===== src/rtl/core/lpnfc_pkg.sv =====
`timescale 1ns / 1ps
`default_nettype none
// ----------------------------------------------------------------------------
// lpnfc_pkg
// Shared types and codes for the length-prefixed NAL frame classifier.
// ----------------------------------------------------------------------------
package lpnfc_pkg;

  typedef enum logic [1:0] {
    KIND_DELTA    = 2'd0,
    KIND_KEYFRAME = 2'd1,
    KIND_PARAMS   = 2'd2
  } kind_e;

  // Configuration register indexes
  localparam logic CFG_CODEC_SELECT   = 1'b0;
  localparam logic CFG_KEY_OUTRANKS   = 1'b1;

  // One byte request, already classified as if it were a unit header
  typedef struct packed {
    logic [7:0] data;
    logic       last;
    kind_e      kind;
  } entry_t;

endpackage
`default_nettype wire


===== src/rtl/core/lpnfc_front.sv =====
`timescale 1ns / 1ps
`default_nettype none
// ----------------------------------------------------------------------------
// lpnfc_front
// Input side: takes byte requests and tags each with its header kind.
// ----------------------------------------------------------------------------
module lpnfc_front import lpnfc_pkg::*; (
  input  wire logic       in_valid_i,
  input  wire logic [7:0] frame_byte_i,
  input  wire logic       last_byte_i,
  input  wire logic       codec_sel_i,
  input  wire logic       q_ready_i,
  output logic            in_ready_o,
  output logic            push_o,
  output entry_t          entry_o
);

  localparam logic [4:0] AvcTypeIdr    = 5'd5;
  localparam logic [4:0] AvcTypeSps    = 5'd7;
  localparam logic [4:0] AvcTypePps    = 5'd8;
  localparam logic [5:0] HevcKeyLo     = 6'd16;
  localparam logic [5:0] HevcKeyHi     = 6'd23;
  localparam logic [5:0] HevcParamLo   = 6'd32;
  localparam logic [5:0] HevcParamHi   = 6'd34;

  logic [4:0] avc_type;
  logic [5:0] hevc_type;
  kind_e      kind;

  assign avc_type  = frame_byte_i[4:0];
  assign hevc_type = frame_byte_i[6:1];

  always_comb begin
    kind = KIND_DELTA;
    if (codec_sel_i) begin
      if (hevc_type inside {[HevcKeyLo:HevcKeyHi]}) begin
        kind = KIND_KEYFRAME;
      end else if (hevc_type inside {[HevcParamLo:HevcParamHi]}) begin
        kind = KIND_PARAMS;
      end
    end else begin
      if (avc_type == AvcTypeIdr) begin
        kind = KIND_KEYFRAME;
      end else if (avc_type inside {AvcTypeSps, AvcTypePps}) begin
        kind = KIND_PARAMS;
      end
    end
  end

  assign in_ready_o    = q_ready_i;
  assign push_o        = in_valid_i & q_ready_i;
  assign entry_o.data  = frame_byte_i;
  assign entry_o.last  = last_byte_i;
  assign entry_o.kind  = kind;

endmodule
`default_nettype wire


===== src/rtl/core/lpnfc_queue.sv =====
`timescale 1ns / 1ps
`default_nettype none
// ----------------------------------------------------------------------------
// lpnfc_queue
// Two-entry queue between the classifying front and the parsing back.
// ----------------------------------------------------------------------------
module lpnfc_queue import lpnfc_pkg::*; (
  input  wire logic   clk_i,
  input  wire logic   rst_ni,
  input  wire logic   push_i,
  input  entry_t      push_entry_i,
  output logic        ready_o,
  input  wire logic   pop_i,
  output logic        valid_o,
  output entry_t      head_o
);

  entry_t     mem_q [2];
  logic       wr_ptr_q, wr_ptr_d;
  logic       rd_ptr_q, rd_ptr_d;
  logic [1:0] cnt_q, cnt_d;
  logic       do_push, do_pop;

  assign ready_o = (cnt_q != 2'd2);
  assign valid_o = (cnt_q != 2'd0);
  assign head_o  = mem_q[rd_ptr_q];
  assign do_push = push_i & ready_o;
  assign do_pop  = pop_i & valid_o;

  always_comb begin
    wr_ptr_d = do_push ? ~wr_ptr_q : wr_ptr_q;
    rd_ptr_d = do_pop ? ~rd_ptr_q : rd_ptr_q;
    cnt_d    = cnt_q + {1'b0, do_push} - {1'b0, do_pop};
  end

  always_ff @(posedge clk_i or negedge rst_ni) begin
    if (!rst_ni) begin
      wr_ptr_q <= 1'b0;
      rd_ptr_q <= 1'b0;
      cnt_q    <= 2'd0;
    end else begin
      wr_ptr_q <= wr_ptr_d;
      rd_ptr_q <= rd_ptr_d;
      cnt_q    <= cnt_d;
    end
  end

  always_ff @(posedge clk_i) begin
    if (do_push) begin
      mem_q[wr_ptr_q] <= push_entry_i;
    end
  end

endmodule
`default_nettype wire


===== src/rtl/core/lpnfc_back.sv =====
`timescale 1ns / 1ps
`default_nettype none
// ----------------------------------------------------------------------------
// lpnfc_back
// Parser: walks length prefixes and unit bodies, tracks the best unit kind
// and registers the frame result on the last byte.
// ----------------------------------------------------------------------------
module lpnfc_back import lpnfc_pkg::*; (
  input  wire logic       clk_i,
  input  wire logic       rst_ni,
  input  wire logic       key_outranks_i,
  input  wire logic       q_valid_i,
  input  entry_t          q_head_i,
  output logic            pop_o,
  output logic            out_valid_o,
  input  wire logic       out_ready_i,
  output logic [1:0]      frame_kind_o
);

  typedef enum logic [1:0] {
    PH_PREFIX  = 2'd0,
    PH_BODY    = 2'd1,
    PH_STOPPED = 2'd2
  } phase_e;

  phase_e      phase_q, phase_d;
  logic [1:0]  cnt_q, cnt_d;
  logic [31:0] len_q, len_d;
  logic [31:0] rem_q, rem_d;
  kind_e       pend_q, pend_d;
  kind_e       best_q, best_d;
  logic        out_valid_q, out_valid_d;
  kind_e       out_kind_q, out_kind_d;
  logic [31:0] len_shift;
  logic [31:0] rem_dec;
  kind_e       pend_now;

  function automatic logic [1:0] rank_of(kind_e k, logic key_hi);
    logic [1:0] r;
    case (k)
      KIND_DELTA:    r = 2'd0;
      KIND_KEYFRAME: r = key_hi ? 2'd2 : 2'd1;
      default:       r = key_hi ? 2'd1 : 2'd2;
    endcase
    return r;
  endfunction

  assign pop_o        = q_valid_i & (~out_valid_q | out_ready_i);
  assign out_valid_o  = out_valid_q;
  assign frame_kind_o = out_kind_q;
  assign len_shift    = {len_q[23:0], q_head_i.data};
  assign rem_dec      = rem_q - 32'd1;
  assign pend_now     = (rem_q == len_q) ? q_head_i.kind : pend_q;

  always_comb begin
    phase_d     = phase_q;
    cnt_d       = cnt_q;
    len_d       = len_q;
    rem_d       = rem_q;
    pend_d      = pend_q;
    best_d      = best_q;
    out_kind_d  = out_kind_q;
    out_valid_d = out_ready_i ? 1'b0 : out_valid_q;
    if (pop_o) begin
      case (phase_q)
        PH_PREFIX: begin
          len_d = len_shift;
          cnt_d = cnt_q + 2'd1;
          if (cnt_q == 2'd3) begin
            if (len_shift == 32'd0) begin
              phase_d = PH_STOPPED;
            end else begin
              rem_d   = len_shift;
              phase_d = PH_BODY;
            end
          end
        end
        PH_BODY: begin
          pend_d = pend_now;
          rem_d  = rem_dec;
          if (rem_dec == 32'd0) begin
            if (rank_of(pend_now, key_outranks_i) > rank_of(best_q, key_outranks_i)) begin
              best_d = pend_now;
            end
            len_d   = 32'd0;
            cnt_d   = 2'd0;
            phase_d = PH_PREFIX;
          end
        end
        PH_STOPPED: begin
          phase_d = PH_STOPPED;
        end
        default: begin
          phase_d = PH_PREFIX;
        end
      endcase
      // emit the frame result and clear parse state for the next frame
      if (q_head_i.last) begin
        out_valid_d = 1'b1;
        out_kind_d  = best_d;
        phase_d     = PH_PREFIX;
        cnt_d       = 2'd0;
        len_d       = 32'd0;
        rem_d       = 32'd0;
        pend_d      = KIND_DELTA;
        best_d      = KIND_DELTA;
      end
    end
  end

  always_ff @(posedge clk_i or negedge rst_ni) begin
    if (!rst_ni) begin
      phase_q     <= PH_PREFIX;
      cnt_q       <= 2'd0;
      len_q       <= 32'd0;
      rem_q       <= 32'd0;
      pend_q      <= KIND_DELTA;
      best_q      <= KIND_DELTA;
      out_valid_q <= 1'b0;
      out_kind_q  <= KIND_DELTA;
    end else begin
      phase_q     <= phase_d;
      cnt_q       <= cnt_d;
      len_q       <= len_d;
      rem_q       <= rem_d;
      pend_q      <= pend_d;
      best_q      <= best_d;
      out_valid_q <= out_valid_d;
      out_kind_q  <= out_kind_d;
    end
  end

endmodule
`default_nettype wire


===== src/rtl/core/length_prefixed_nal_frame_classifier_unit.sv =====
`timescale 1ns / 1ps
`default_nettype none
// ----------------------------------------------------------------------------
// length_prefixed_nal_frame_classifier_unit
// Classifies a length-prefixed NAL frame as delta, keyframe or parameter set.
//
// Input channel (in_valid_i / in_ready_o) carries one frame byte per request
// with last_byte_i on the final byte. Output channel (out_valid_o /
// out_ready_i) carries one frame_kind_o per frame, produced by the last byte.
// A front stage tags every byte with its header kind under the selected
// codec; a two-entry queue feeds the parser, which walks 4-byte big-endian
// lengths and unit bodies and keeps the best-ranked complete unit.
// One byte is taken per cycle while the output is not stalled. The last
// byte reaches out_valid_o through the queue and then the output register.
// The result sits in an output register; while it waits on a stalled receiver
// the parser halts, and the queue keeps taking bytes until it holds two.
// Reset clears parse state, the queue and the output; both configuration
// registers reset to 0 (H.264 rules, parameter set above keyframe).
// Configuration is written through cfg_we_i / cfg_idx_i / cfg_wdata_i.
// ----------------------------------------------------------------------------
module length_prefixed_nal_frame_classifier_unit import lpnfc_pkg::*; (
  input  wire logic       clk_i,
  input  wire logic       rst_ni,
  input  wire logic       cfg_we_i,
  input  wire logic       cfg_idx_i,
  input  wire logic       cfg_wdata_i,
  input  wire logic       in_valid_i,
  output logic            in_ready_o,
  input  wire logic [7:0] frame_byte_i,
  input  wire logic       last_byte_i,
  output logic            out_valid_o,
  input  wire logic       out_ready_i,
  output logic [1:0]      frame_kind_o
);

  logic   codec_sel_q;
  logic   key_outranks_q;
  logic   q_ready, push, pop, q_valid;
  entry_t push_entry, head;

  always_ff @(posedge clk_i or negedge rst_ni) begin
    if (!rst_ni) begin
      codec_sel_q    <= 1'b0;
      key_outranks_q <= 1'b0;
    end else if (cfg_we_i) begin
      case (cfg_idx_i)
        CFG_CODEC_SELECT: codec_sel_q    <= cfg_wdata_i;
        CFG_KEY_OUTRANKS: key_outranks_q <= cfg_wdata_i;
        default: ;
      endcase
    end
  end

  lpnfc_front u_front (
    .in_valid_i   (in_valid_i),
    .frame_byte_i (frame_byte_i),
    .last_byte_i  (last_byte_i),
    .codec_sel_i  (codec_sel_q),
    .q_ready_i    (q_ready),
    .in_ready_o   (in_ready_o),
    .push_o       (push),
    .entry_o      (push_entry)
  );

  lpnfc_queue u_queue (
    .clk_i        (clk_i),
    .rst_ni       (rst_ni),
    .push_i       (push),
    .push_entry_i (push_entry),
    .ready_o      (q_ready),
    .pop_i        (pop),
    .valid_o      (q_valid),
    .head_o       (head)
  );

  lpnfc_back u_back (
    .clk_i          (clk_i),
    .rst_ni         (rst_ni),
    .key_outranks_i (key_outranks_q),
    .q_valid_i      (q_valid),
    .q_head_i       (head),
    .pop_o          (pop),
    .out_valid_o    (out_valid_o),
    .out_ready_i    (out_ready_i),
    .frame_kind_o   (frame_kind_o)
  );

endmodule
`default_nettype wire

===== config.mk =====
export PLATFORM = sky130hd
export DESIGN_NAME = length_prefixed_nal_frame_classifier_unit
export DESIGN_NICKNAME = d
export VERILOG_FILES = /design/src/rtl/core/lpnfc_pkg.sv /design/src/rtl/core/lpnfc_front.sv /design/src/rtl/core/lpnfc_queue.sv /design/src/rtl/core/lpnfc_back.sv /design/src/rtl/core/length_prefixed_nal_frame_classifier_unit.sv
export SDC_FILE = /design/constraint.sdc
export NUM_CORES = 1
export LEC_CHECK = 0
export BUFFER_PORTS_ARGS = -buffer_cell sky130_fd_sc_hd__buf_2
export CAP_MARGIN = 20
export CELL_PAD_IN_SITES_DETAIL_PLACEMENT = 1
export CELL_PAD_IN_SITES_GLOBAL_PLACEMENT = 1
export CORE_MARGIN = 5
export CORE_UTILIZATION = 53
export DETAILED_ROUTE_END_ITERATION = 10
export PLACE_DENSITY_LB_ADDON = 0.1
export SYNTH_ARGS = -nofsm -noshare
export SYNTH_HDL_FRONTEND = slang
export SYNTH_SLANG_ARGS = --single-unit

===== constraint.sdc =====
create_clock -name clk_i -period 5.3 [get_ports clk_i]
set_input_delay 1.325 -clock clk_i [delete_from_list [all_inputs] [get_ports clk_i]]
set_output_delay 1.325 -clock clk_i [all_outputs]
set_load 0.05 [all_outputs]

==> results of run 1 <==
## final cells by class
type | instances | area [um^2] | share of cell area [%]
Tap cell | 136 | 170 | 2.79
Clock inverter | 5 | 81.3 | 1.34
Sequential cell | 103 | 2690 | 44.1
Clock buffer | 11 | 131 | 2.16
Inverter | 17 | 63.8 | 1.05
Timing Repair Buffer | 27 | 205 | 3.37
Multi-Input combinational cell | 432 | 2750 | 45.2
## worst max-delay path: stages, from the launching register on
cell	delay, ns
dfrtp_1	0.48
inv_1	0.12
ha_1	0.26
nor3b_1	0.52
nand4_1	0.34
nor3_1	0.47
xor2_1	0.12
a211oi_1	0.40
a21oi_1	0.25
a221o_1	0.49
buf_16	0.23
mux2_2	0.26
## layout by cell type (no fill, tap or decap), types with 3 or more instances in the layout
master	instances
nand2_1	23
o2bb2ai_1	10
ha_1	7
nand4_1	9
or3_1	8
o31ai_1	5
xor2_1	35
a31oi_1	8
a22oi_1	5
xnor2_1	6
mux2_2	6
a22o_1	25
nand2b_1	3
nor3b_1	3
buf_4	6
nor2b_1	4
inv_1	16
nand3_1	6
buf_2	18
clkbuf_8	9
o22ai_1	6
edfxtp_1	22
or4_1	4
nor4_1	23
and3_1	3
mux2i_1	15
a21oi_1	40
nor2_1	66
o21ai_0	56
dfrtp_1	81
nor3_1	24
## through the flow
stage               hold slack (ns)  power [uW]
finish                        0.509        4230
floorplan                     0.461        2970
global placement              0.476        3510
detailed placement            0.491        3610
CTS                           0.509        4180
global route                  0.527        4550
## logic make-up after synthesis
logic type | count (synthesis) | share of synthesized area [%]
AO/OA/AOI/OAI | 174 | 19.5
XOR/XNOR | 41 | 6.34
adder cells (fa/ha/maj) | 7 | 1.55
buffers and inverters | 51 | 4.09
flip-flops | 103 | 47.5
multiplexers | 21 | 3.85
AND/OR/NAND/NOR | 189 | 17.2
## worst paths after layout
kind | endpoint | slack [ns] | cells past startpoint
setup / recovery | u_back.cnt_q[0]$_DFFE_PN0P_ | 1.24 | 11
hold / removal | u_queue.wr_ptr_q$_DFFE_PN0P_ | 0.51 | 1
setup reg to reg | u_back.cnt_q[0]$_DFFE_PN0P_ | 1.24 | 11
hold reg to reg | u_queue.wr_ptr_q$_DFFE_PN0P_ | 0.51 | 1
max in group asynchronous | u_queue.cnt_q[1]$_DFF_PN0_ | 3.84 | 2
min in group asynchronous | u_back.len_q[21]$_DFFE_PN0P_ | 0.86 | 1
## power by group
group	switching (uW)	total [uW]	internal [uW]
Sequential	465	1540	1080
Combinational	1340	2130	789
Clock	281	549	268
## per-layer routing
metal,share of wire (%),track usage (%)
met1,42,34.4
met2,49,44.4
met3,4.5,5.99
met4,4.7,12.5
met5,0,0
==> impl_results.md, run 1 <==
* GP Congestion at 0.894
* Largest registers: u_back.len_q: 32 flops, u_back.rem_q: 32 flops, u_queue.mem_q: 22 flops
* Pleak at 0.00272 uW
* 1st-iter DRT viols at 423
* Asr flop ratio synth at 78.6%
* Max Fclk at 0.246 GHz
* DRC Markers at 0
* Starting Density at 54.6%
* Crit start category: flip-flop
* Resize count post-CTS at 0
* Leading area contributor after synthesis: dfrtp_1
* Fin. max-slew vios at 0
* Mean Syn Cell Area at 9.66 um^2
* Die Wd at 113 um
* Cell variety after synth at 56
* Post-CTS Hold Buffers at 0
* Antenna diodes at 0
* Required @ worst endpoint at 5.58 ns
* Placed Area at 5820 um^2
* Vias at 4,764
* Min-delay src: u_queue.wr_ptr_q$_DFFE_PN0P_
* Pin count of the biggest net entering global routing at 82
* Synth warn at 0
* Placeable Area at 10,400 um^2
* Critical Path Source: u_back.rem_q[0]$_DFFE_PN0P_
* CP Capture Type: flip-flop
* CTS Sinks at 103
* Post-Place Cells at 713
* P&R area growth vs syn at 7.58%
* VDD IR max at 0.386 mV
* Outcome: finished, final reports clean
* First-pass iteration count of the detailed router at 5
* Measured slew at the worst slew-check pin at 1.01 ns
* Final WL at 16,300 um
* Count leader, synth: dfrtp_1
* Final Skew at 0.00593 ns
* TritonCTS clock tree: built
* Detailed placement HPWL at 11,700 um
* Initial antenna violation count at 0
* Maxcap violations at 0
* Pwr dens at 694 nW/um^2
* Nets at 613
* Post-DRT Antenna Nets at 0
* Util after Layout at 58.7%
* Syn Nets at 609
* Non-Filler Instances at 731
* Htree depth at 3
* Fin area at 6090 um^2
* Synth top area share at 35.8%
* Post-CTS Setup Bufs at 0
* Post-route minimum period at 4.06 ns
* Vias per cell at 6.52
* RSZ-0062 raised after global routing: false
* Fin. Hold Viols at 0
* Post-synth EDFFs at 22
* Slew headroom at 32.3%
* Num rows at 37
* List of most frequent post-synthesis cells: dfrtp_1, nor2_1, o21ai_0, a21oi_1, xor2_1
* Reg2reg start: u_back.rem_q[0]$_DFFE_PN0P_
* Pre-CTS WS at 1.13 ns
* Worst skew pair latency at 0.39 ns
* Die Y at 113 um
* Root Driver: clkbuf_8
* Fin crit share at 76.6%
* Overflow after GRT at 0
* Ratio of cells with drive above 1 in the final layout at 9.75%
* Post-synth top flop: dfrtp_1
* Fillcell total at 1,166
* Final Worst Setup Slack at 1.24 ns
* Clk buf depth at 2
* Avg WL per Cell at 22.3 um
* Ports at 20
* Crit path DAT at 4.34 ns
* Post-Synthesis Cells at 586
* Largest cells by area after synthesis: dfrtp_1, edfxtp_1, xor2_1
* Worst-path fanout max at 28
* First-pass GRT wire length at 27,300 um
* Post-Syn Area at 5660 um^2
* Total negative setup slack at 0 ns
* Die area at 12,800 um^2
* Gr usage total at 27.1%
* Final setup vio count at 0
* Clock Pin Slew Worst Setup and Hold Paths at 0.10 ns
* Inserted Clock Buffers at 9
* Sequential-to-total area share from yosys stat at 47.5%
* #FFs+latches synth at 103
* Vias in the first global route at 4,944
* Port buffer count at 19
* HP Class: reg2reg
* Critical path type: reg2reg
Note: power is estimated with default switching activity, not from simulation.
==> inputs of run 2 (changes only) <==
CORE_UTILIZATION = 44   (was 53)
clock period = 3.7 ns   (was 5.3 ns; I/O delays follow)
==> run 2 against run 1 <==
Cell area grew 6.1%. Count of clock-buffer cells in the layout down 1. Utilization is 7.5 points lower. Worst hold slack gained 0.0049 ns. Global-route usage shrank 2.3 points. Largest cell class unchanged. Clock skew rose by 0.0030 ns. Power increased by 56%. Via count up 1.7%. Wire length is 9.2% higher. Register-to-register slack worse by 1.0 ns.
==> impl_results.md, run 2 (synthesis results as in run 1) <==
* Nets at 648 (+5.7%)
* Post-route minimum period at 3.50 ns (-0.558 ns)
* Inserted Clock Buffers at 9 (unchanged)
* Psw at 3170 uW (+52%)
* Required @ worst endpoint at 3.94 ns (-1.64 ns)
* GP Congestion at 0.925 (+3.5%)
* Clock share of power at 15.0% (+2.0 points)
* First-pass iteration count of the detailed router at 4 (-1)
* P&R area growth vs syn at 14.2%
* Outcome: finished, final reports clean
* Most frequent cells in the layout: dfrtp_1, nor2_1, o21ai_0
* Detailed placement HPWL at 13,100 um (+12%)
* Pleak at 0.00292 uW (+7.5%)
* Crit-path cells: inv_1 -> ha_1 -> or3b_2 -> nor4_1 -> xnor2_1 -> nand3_1 -> nor4_2 -> a21oi_1 -> a221o_1 -> buf_12 -> mux2_2
* DRC Markers at 0 (unchanged)
* Worst-path fanout max at 34 (+21%)
* TritonCTS clock tree: built
* Tot Pwr at 6610 uW (+56%)
* Overflow after GRT at 0 (unchanged)
* Worst stage delay on the critical path at 0.52 ns (about the same)
* Fin. Hold Viols at 0 (unchanged)
* Final Skew at 0.00897 ns (+0.00304 ns)
* 1st-iter DRT viols at 313 (-26%)
* Die Y at 123 um (+8.9%)
* Crit start category: flip-flop
* Antenna diodes at 0 (unchanged)
* Clk buf depth at 2 (unchanged)
* Gr usage total at 24.9% (-2.3 points)
* Num rows at 41 (+11%)
* CTS Sinks at 103 (unchanged)
* Placeable Area at 12,600 um^2 (+22%)
* Ports at 20 (unchanged)
* Non-Filler Instances at 802 (+9.7%)
* Initial antenna violation count at 0 (unchanged)
* Util after Layout at 51.2% (-7.5 points)
* Largest registers: u_back.len_q: 32 flops, u_back.rem_q: 32 flops, u_queue.mem_q: 22 flops
* Sequential share of power at 31.2% (-5.3 points)
* Post-CTS Hold Buffers at 0 (unchanged)
* VDD IR max at 0.564 mV (+46%)
* HP Class: reg2reg
* Slew headroom at 33.5% (+1.2 points)
* Vias in the first global route at 5,177 (+4.7%)
* Clock Pin Slew Worst Setup and Hold Paths at 0.07 ns (-0.03 ns)
* Starting Density at 44.9% (-9.7 points)
* Pwr dens at 1020 nW/um^2 (+47%)
* Final WL at 17,800 um (+9.2%)
* Fin crit share at 94.7% (+18 points)
* Post-DRT Antenna Nets at 0 (unchanged)
* Htree depth at 3 (unchanged)
* Combinational share of power at 53.8% (+3.3 points)
* Post-Place Cells at 786 (+10%)
* Fin area at 6460 um^2 (+6.1%)
* RSZ-0062 raised after global routing: false
* Switching portion of total power at 48.0% (-1.5 points)
* Int Power at 3440 uW (+61%)
* Worst skew pair latency at 0.36 ns (-0.03 ns)
* Avg WL per Cell at 22.2 um (-0.47%)
* Worst path slowest cell: or3b_2
* Vias at 4,847 (+1.7%)
* Root Driver: clkbuf_16
* Max Fclk at 0.286 GHz (+16%)
* Die area at 15,200 um^2 (+19%)
* Final setup vio count at 0 (unchanged)
* Vias per cell at 6.04 (-7.3%)
* Ratio of cells with drive above 1 in the final layout at 15.4% (+5.6 points)
* Port buffer count at 19 (unchanged)
* Total negative setup slack at 0 ns (unchanged)
* Die Wd at 123 um (+8.9%)
* Placed Area at 6150 um^2 (+5.6%)
* Fillcell total at 1,486 (+27%)
* Measured slew at the worst slew-check pin at 0.995 ns (-0.0185 ns)
* Pin count of the biggest net entering global routing at 52 (-37%)
* First-pass GRT wire length at 28,400 um (+3.9%)
* CP Capture Type: flip-flop
* Fin. max-slew vios at 0 (unchanged)
* Critical path type: reg2reg
* Crit path DAT at 3.74 ns (-0.60 ns)
* Maxcap violations at 0 (unchanged)
* Most common cell after layout, fill and taps aside: dfrtp_1
[run 2: final cells by class]
class                           instances  area, um^2  area share, %
Multi-Input combinational cell        432        2760           42.7
Sequential cell                       103        2690           41.6
Timing Repair Buffer                   62         433           6.70
Clock buffer                           10         229           3.54
Tap cell                              172         215           3.33
Clock inverter                          6        75.1           1.16
Inverter                               17        63.8          0.987
[run 2: critical path: cells and delay by family (launching register included)]
kind	cells	cell delay, ns
compound gates	2	0.51
xor+xnor	1	0.18
fa+ha+maj	1	0.25
buf+inv	2	0.30
flops	1	0.44
mux	1	0.27
simple gates	4	1.43
[run 2: layer usage]
metal  track usage (%)  part of all wire [%]  vias up
li1                  -                     -     2253
met5                 0                     0        -
met2              42.3                    49       98
met1              29.7                    42     2454
met4              13.3                   5.6        0
met3              4.67                   3.7       42
[run 2: repair_timing]
item                       4_1_cts  5_1_grt
setup endpoints to repair        0        4
resized for setup                0        2
buffers inserted                 0        0
[run 2: final timing paths]
kind | depth (start not counted) | slack (ns) | endpoint | startpoint
max | 11 | 0.20 | u_back.cnt_q[0]$_DFFE_PN0P_ | u_back.rem_q[1]$_DFFE_PN0P_
min | 1 | 0.51 | u_queue.cnt_q[1]$_DFF_PN0_ | u_queue.cnt_q[1]$_DFF_PN0_
max reg2reg | 11 | 0.20 | u_back.cnt_q[0]$_DFFE_PN0P_ | u_back.rem_q[1]$_DFFE_PN0P_
min reg2reg | 1 | 0.51 | u_queue.cnt_q[1]$_DFF_PN0_ | u_queue.cnt_q[1]$_DFF_PN0_
max in group asynchronous | 2 | 2.33 | u_back.rem_q[8]$_DFFE_PN0P_ | rst_ni
min in group asynchronous | 1 | 0.59 | u_back.len_q[5]$_DFFE_PN0P_ | rst_ni
[run 2: power groups by stage]
stage	Sequential (uW)	Clock (uW)	Combinational [uW]
after floorplan	1910	0	2340
after global placement	2060	0	3410
after detailed placement	2080	0	3490
after CTS	2060	1020	3520
after global routing	2110	1060	3880
final	2060	990	3550
[run 2: through the flow]
stage / hold WS, ns / worst slack [ns]
floorplan: 0.461 / 0.532
global placement: 0.477 / 0.246
detailed placement: 0.495 / 0.128
CTS: 0.512 / 0.104
global route: 0.532 / 0.0357
finish: 0.514 / 0.198
==> inputs of run 3 (changes only) <==
CORE_ASPECT_RATIO = 0.7   (was unset)
PLACE_DENSITY = 0.83   (was unset)
PLACE_DENSITY_LB_ADDON = unset   (was 0.1)
==> run 3 against run 2 <==
Clock skew rose by 0.0021 ns. Wire length rose by 10%. Utilization rose by 0.78 points. Power rose by 3.9%. First-iteration DRC count rose by 88%. Non-clock buffer count rose by 4. Combinational power rose by 7.9%. Sequential cell count did not move. Sequential power barely moved. Via count rose by 5.5%. Worst hold slack got worse by 0.0012 ns. Register-to-register slack got worse by 0.06 ns.
==> impl_results.md, run 3 (synthesis results as in run 1) <==
* Outcome: finished, final reports clean
* Final setup vio count at 0 (unchanged)
* Initial antenna violation count at 0 (unchanged)
* Placeable Area at 12,500 um^2 (-0.89%)
* Nets at 652 (+0.62%)
* Vias in the first global route at 5,269 (+1.8%)
* P&R area growth vs syn at 14.9%
* Htree depth at 3 (unchanged)
* Required @ worst endpoint at 3.94 ns (about the same)
* Crit path DAT at 3.80 ns (+0.06 ns)
* Pin count of the biggest net entering global routing at 56 (+7.7%)
* VDD IR max at 0.414 mV (-27%)
* Total negative setup slack at 0 ns (unchanged)
* Crit-path leading delay family: simple AND/OR/NAND/NOR gates
* Buf+Inv Stages, Crit Path at 2 (unchanged)
* Die Wd at 146 um (+18%)
* Fillcell total at 1,449 (-2.5%)
* Resize count post-CTS at 0 (unchanged)
* Die area at 15,300 um^2 (+0.24%)
* Worst stage delay on the critical path at 0.53 ns (about the same)
* Tot Pwr at 6860 uW (+3.9%)
* Overflow after GRT at 0 (unchanged)
* First-pass iteration count of the detailed router at 5 (+1)
* Most frequent cells in the layout: dfrtp_1, nor2_1, o21ai_0
* Measured slew at the worst slew-check pin at 0.955 ns (-0.0404 ns)
* TritonCTS clock tree: built
* GP Congestion at 0.968 (+4.6%)
* Port buffer count at 19 (unchanged)
* Detailed placement HPWL at 14,200 um (+7.9%)
* Post-DRT Antenna Nets at 0 (unchanged)
* Vias at 5,114 (+5.5%)
* Root Driver: clkbuf_16
* Ratio of cells with drive above 1 in the final layout at 16.7% (+1.3 points)
* Final WL at 19,700 um (+10%)
* DRC Markers at 0 (unchanged)
* Crit start category: flip-flop
* CP Capture Type: flip-flop
* Pwr dens at 1060 nW/um^2 (+3.3%)
* Util after Layout at 52.0% (+0.78 points)
* Avg WL per Cell at 24.7 um (+11%)
* CTS Sinks at 103 (unchanged)
* Ports at 20 (unchanged)
* Worst-path fanout max at 34 (unchanged)
* Num rows at 34 (-17%)
* Fin. Hold Viols at 0 (unchanged)
* Gr usage total at 26.1% (+1.2 points)
* Placed Area at 6170 um^2 (+0.28%)
* Clk buf depth at 2 (unchanged)
* Worst path slowest cell: or3b_2
* Clock Pin Slew Worst Setup and Hold Paths at 0.08 ns (about the same)
* Fin area at 6500 um^2 (+0.62%)
* Max Fclk at 0.281 GHz (-1.7%)
* Post-CTS Hold Buffers at 0 (unchanged)
* FF+latch area at 2690 um^2 (unchanged)
* Fin crit share at 96.3% (+1.6 points)
* Inserted Clock Buffers at 9 (unchanged)
* Most common cell after layout, fill and taps aside: dfrtp_1
* Worst reg2reg path depth at 11 (unchanged)
* Most Frequent Cell on Critical Path: nor4_2
* First-pass GRT wire length at 31,300 um (+10%)
* HP Class: reg2reg
* Crit-path cells: inv_1 -> ha_1 -> or3b_2 -> nor4_2 -> xnor2_1 -> nand3_1 -> nor4_2 -> a21oi_1 -> a221o_1 -> buf_12 -> a22o_1
* Largest registers: u_back.len_q: 32 flops, u_back.rem_q: 32 flops, u_queue.mem_q: 22 flops
* Maxcap violations at 0 (unchanged)
* Post-CTS Setup Bufs at 0 (unchanged)
* Pleak at 0.00295 uW (+0.94%)
* Multi-input gate area at 2780 um^2 (+0.73%)
* Cell count along the critical path at 11 (unchanged)
* Critical path type: reg2reg
* Post-route minimum period at 3.56 ns (+0.0606 ns)
* Final Skew at 0.0110 ns (+0.00205 ns)
* 1st-iter DRT viols at 589 (+88%)
* Vias per cell at 6.42 (+6.3%)
* Starting Density at 45.3% (+0.40 points)
* Die Y at 105 um (-15%)
* Hold path depth at 1 (unchanged)
* Slew headroom at 36.1% (+2.6 points)
* Fin. max-slew vios at 0 (unchanged)
* Hold_ws at 0.513 ns (-0.00123 ns)
* Worst skew pair latency at 0.35 ns (about the same)
* Antenna diodes at 0 (unchanged)
## run 3: worst paths after layout
kind | end | from | slack, ns
worst max-delay path | u_back.cnt_q[1]$_DFFE_PN0P_ | u_back.rem_q[1]$_DFFE_PN0P_ | 0.14
worst min-delay path | u_queue.wr_ptr_q$_DFFE_PN0P_ | u_queue.wr_ptr_q$_DFFE_PN0P_ | 0.51
worst max register to register | u_back.cnt_q[1]$_DFFE_PN0P_ | u_back.rem_q[1]$_DFFE_PN0P_ | 0.14
worst min register to register | u_queue.wr_ptr_q$_DFFE_PN0P_ | u_queue.wr_ptr_q$_DFFE_PN0P_ | 0.51
max in group asynchronous | u_back.len_q[12]$_DFFE_PN0P_ | rst_ni | 2.34
min in group asynchronous | u_back.rem_q[25]$_DFFE_PN0P_ | rst_ni | 0.62
## run 3: area by class of cell
| type | instances | share of cell area, % |
|---|---|---|
| well taps | 162 | 3.12 |
| flip-flops and latches | 103 | 41.3 |
| clock buffers | 9 | 3.46 |
| multi-input cells | 432 | 42.7 |
| repair buffers | 66 | 7.12 |
| inverters | 17 | 0.981 |
| clock inverters | 7 | 1.25 |
## run 3: routing by layer
| metal | vias to the layer above | routed length, um | GRT usage, % |
|---|---|---|---|
| met5 | - | 0 | 0 |
| met4 | 0 | 315 | 5.86 |
| met3 | 34 | 2120 | 9.61 |
| met2 | 224 | 8520 | 38.0 |
| met1 | 2595 | 8700 | 37.3 |
| li1 | 2261 | - | - |
## run 3: metrics by stage
step,std cells,setup slack [ns]
floorplan,586,0.532
global placement,780,0.313
detailed placement,780,0.126
CTS,796,0.0818
global route,796,-0.0101
finish,796,0.137
## run 3: power by group
| part | total (uW) | switching (uW) | internal, uW |
|---|---|---|---|
| clock | 987 | 502 | 485 |
| combinational | 3830 | 2450 | 1380 |
| sequential | 2050 | 498 | 1550 |
| total | 6860 | 3450 | 3410 |
